===== src/bfsa_ram.sv =====
// Generic single-write, single-read RAM with registered read data.
module bfsa_ram #(
    parameter int WIDTH = 8,
    parameter int DEPTH = 16,
    localparam int AW = $clog2(DEPTH)
) (
    input  logic             i_clk,
    input  logic             i_we,
    input  logic [AW-1:0]    i_waddr,
    input  logic [WIDTH-1:0] i_wdata,
    input  logic [AW-1:0]    i_raddr,
    output logic [WIDTH-1:0] o_rdata
);

    logic [WIDTH-1:0] r_mem [DEPTH];
    logic [WIDTH-1:0] r_rdata;

    always_ff @(posedge i_clk) begin
        if (i_we) begin
            r_mem[i_waddr] <= i_wdata;
        end
        r_rdata <= r_mem[i_raddr];
    end

    assign o_rdata = r_rdata;

endmodule


===== config.mk =====
export PLATFORM = sky130hd
export DESIGN_NAME = bfsa_ram
export DESIGN_NICKNAME = d
export VERILOG_FILES = /design/src/bfsa_ram.sv
export SDC_FILE = /design/constraint.sdc
export NUM_CORES = 1
export LEC_CHECK = 0
export ABC_AREA = 1
export BUFFER_PORTS_ARGS = -buffer_cell sky130_fd_sc_hd__buf_2
export CORE_MARGIN = 5
export CORE_UTILIZATION = 55
export DETAILED_ROUTE_END_ITERATION = 10
export GPL_TIMING_DRIVEN = 0
export PLACE_DENSITY = 0.74
export SLEW_MARGIN = 20
export SYNTH_ARGS = -nofsm -noshare
export SYNTH_HDL_FRONTEND = slang
export SYNTH_SLANG_ARGS = --single-unit

===== constraint.sdc =====
create_clock -name i_clk -period 1.2 [get_ports i_clk]
set_input_delay 0.24 -clock i_clk [delete_from_list [all_inputs] [get_ports i_clk]]
set_output_delay 0.24 -clock i_clk [all_outputs]
set_load 0.02 [all_outputs]

==> reports/qor.txt <==
Clk pwr share: 48.6%
area of the multi-input gates: 1220 sq um
Routed WL per cell: 19.0 microns
Setup-failing EPs final: 28
commonest non-fill, non-tap cells in the layout: nand2_1, edfxtp_1, inv_1, nand3_1, buf_2
Startpoint Class: input port
grt ovf: 0
status: finished with violations
nets: 610
CP Cell Sequence: buf_2, nand3b_1, nor2_1
commonest non-fill, non-tap cell in the layout: nand2_1
Post CTS Setup Buffer Count: 0
max cap viols: 0
Placed Instance Area: 6050 sq um
Int Power: 9.41 mW
share of power burned in registers: 45.0%
Setup CP Type: in -> reg
die area: 12600 sq um
Routed WL: 14100 microns
syn avg cell area: 10.5 sq um
TritonCTS Buffers: 17
Crit path arrival time: 1.39 ns
P_sw: 2.48 mW
Total Power: 11.9 mW
met3 WL: 1220 microns
register area share after synthesis: 69.4%
Switching Share: 20.9%
Hold-fix buffers, CTS: 0
initial antenna violation count: 0
Leak: 2.94 nW
layout cells sized above 1: 14.5%
synthesis warning total: 0
wire length on met1: 5780 microns
port bufs: 22
Slew @ Worst Pin: 0.986 ns
Clock Skew: 0.00804 ns
maximum vdd drop: 1.17 mV
Die Span Y: 112 microns
Post-Syn Area: 5770 sq um
# rows: 37
Crit-path slowest cell: nor2_1
HPWL after detailed placement: 8730 microns
Max Root-Sink Buffers: 2
Critical Path End Type: register
largest fanout on the critical path: 8
fin crit period: 1.24 ns
vias in the first global route: 3836
number of routed nets with antenna violations: 0
CP max stage delay: 0.79 ns
critical path required time: 1.35 ns
achievable frequency: 808 MHz
worst min path class: in -> reg
clock slew at reported path FFs: 0.06 ns
Iteration-0 DRC Markers: 492
# diodes: 0
first-pass GRT wire length: 21800 microns
Period Utilization, post-route: 103%
H-tree level count: 4
IO Count: 26
combinational share of power: 6.4%
clock root cell: clkbuf_8
met2 wire len: 6750 microns
Initial Utilization: 56.1%
GRT Util Overall: 23.6%
Area Overhead vs Synth: 17.5%
Worst slew margin: 34.0%
Vias: 3949
reg2reg setup slack: 0.15 ns
Via density: 5.33
unrepaired setup endpoints after global routing: yes
Routability Congestion: 0.925
Synth Net Count: 569
fill cell count: 767
FF/Latch Area: 4010 sq um
worst-skew pair later-pin latency: 0.53 ns
number of hold violations in the final report: 0
design area: 6780 sq um
failing checks: negative setup slack
Final WS setup: -0.0380 ns
first-pass detailed-route iteration total: 5
CTS sink cnt: 136
synthesized flop and latch total: 136
die width: 112 microns
Yosys cell types: 12
Residual DRC: 0
pwr/cell area: 1760 nW/um^2
Slew Limit Fails: 0
CTS tree: built
Post-Synthesis Cells: 551
largest net degree at the start of global routing: 17
Max Used Layer: met4
core box area: 10300 sq um
worst paths after layout:
path | cells past startpoint | end | start
max | 3 | r_mem[4][0]$_DFFE_PP_ | i_waddr[3]
min | 1 | r_mem[14][4]$_DFFE_PP_ | i_wdata[4]
max reg2reg | 6 | o_rdata[1]$_DFF_P_ | r_mem[10][1]$_DFFE_PP_
min reg2reg | 6 | o_rdata[2]$_DFF_P_ | r_mem[7][2]$_DFFE_PP_
per-stage QoR:
step	hold WS [ns]	worst slack [ns]	cells	TNS [ns]	utilization, %
after CTS	0.105	-0.0254	741	-0.158	65.9
after floorplan	0.339	0.00916	551	0	-
final	0.126	-0.0380	741	-0.469	65.9
after global routing	0.110	-0.0481	741	-1.03	65.9
after detailed placement	0.658	-0.576	709	-53.96	58.8
after global placement	0.645	-0.542	709	-49.86	58.8
synth_stat cells (all sizes together):
master	n	area, sq um
nand3	97	485
dfxtp	8	160
nand3b	2	15.0
nand2	173	649
nor2	17	63.8
inv	102	383
edfxtp	128	3840
buf	24	166
state kept, by name (all words and copies together), names as in the netlist:
| register | count |
|---|---|
| r_mem | 128 |
| o_rdata | 8 |
power groups by stage:
stage	Clock (mW)	Combinational, mW	Sequential [mW]
finish	5.78	0.759	5.35
detailed placement	0	0.706	5.44
global placement	0	0.691	5.43
CTS	5.81	0.751	5.35
global route	6.09	0.823	5.36
floorplan	0	0.375	5.47
worst max-delay path: cells and delay by family:
family,cells,cell delay [ns]
buffers and inverters,1,0.12
AND/OR/NAND/NOR,2,1.03
area by class of cell:
class | instances | share of cell area, %
inverters | 102 | 5.65
flip-flops and latches | 136 | 59.2
multi-input cells | 289 | 18.0
plain buffers | 24 | 2.46
clock buffers | 20 | 6.43
well taps | 136 | 2.51
clock inverters | 12 | 3.32
repair buffers | 22 | 2.36
routing by layer:
metal | up-vias | global-route usage (%)
li1 | 1867 | -
met1 | 1832 | 31.8
met2 | 222 | 37.3
met3 | 28 | 5.71
met4 | 0 | 9.13
met5 | - | 0
cells by family (layout without fill, tap and decap cells):
family	count (synthesis)	count (layout)	synth area share [%]
DFF	136	136	69.4
buffers and inverters	126	180	9.52
and+or+nand+nor	289	289	21.0
timing repair:
item	4_1_cts	5_1_grt
pin swaps	0	0
hold endpoints to repair	0	0
gates resized for setup	25	2
cloned	0	0
setup endpoints to repair	16	32
(Power assumes the default switching activity.)
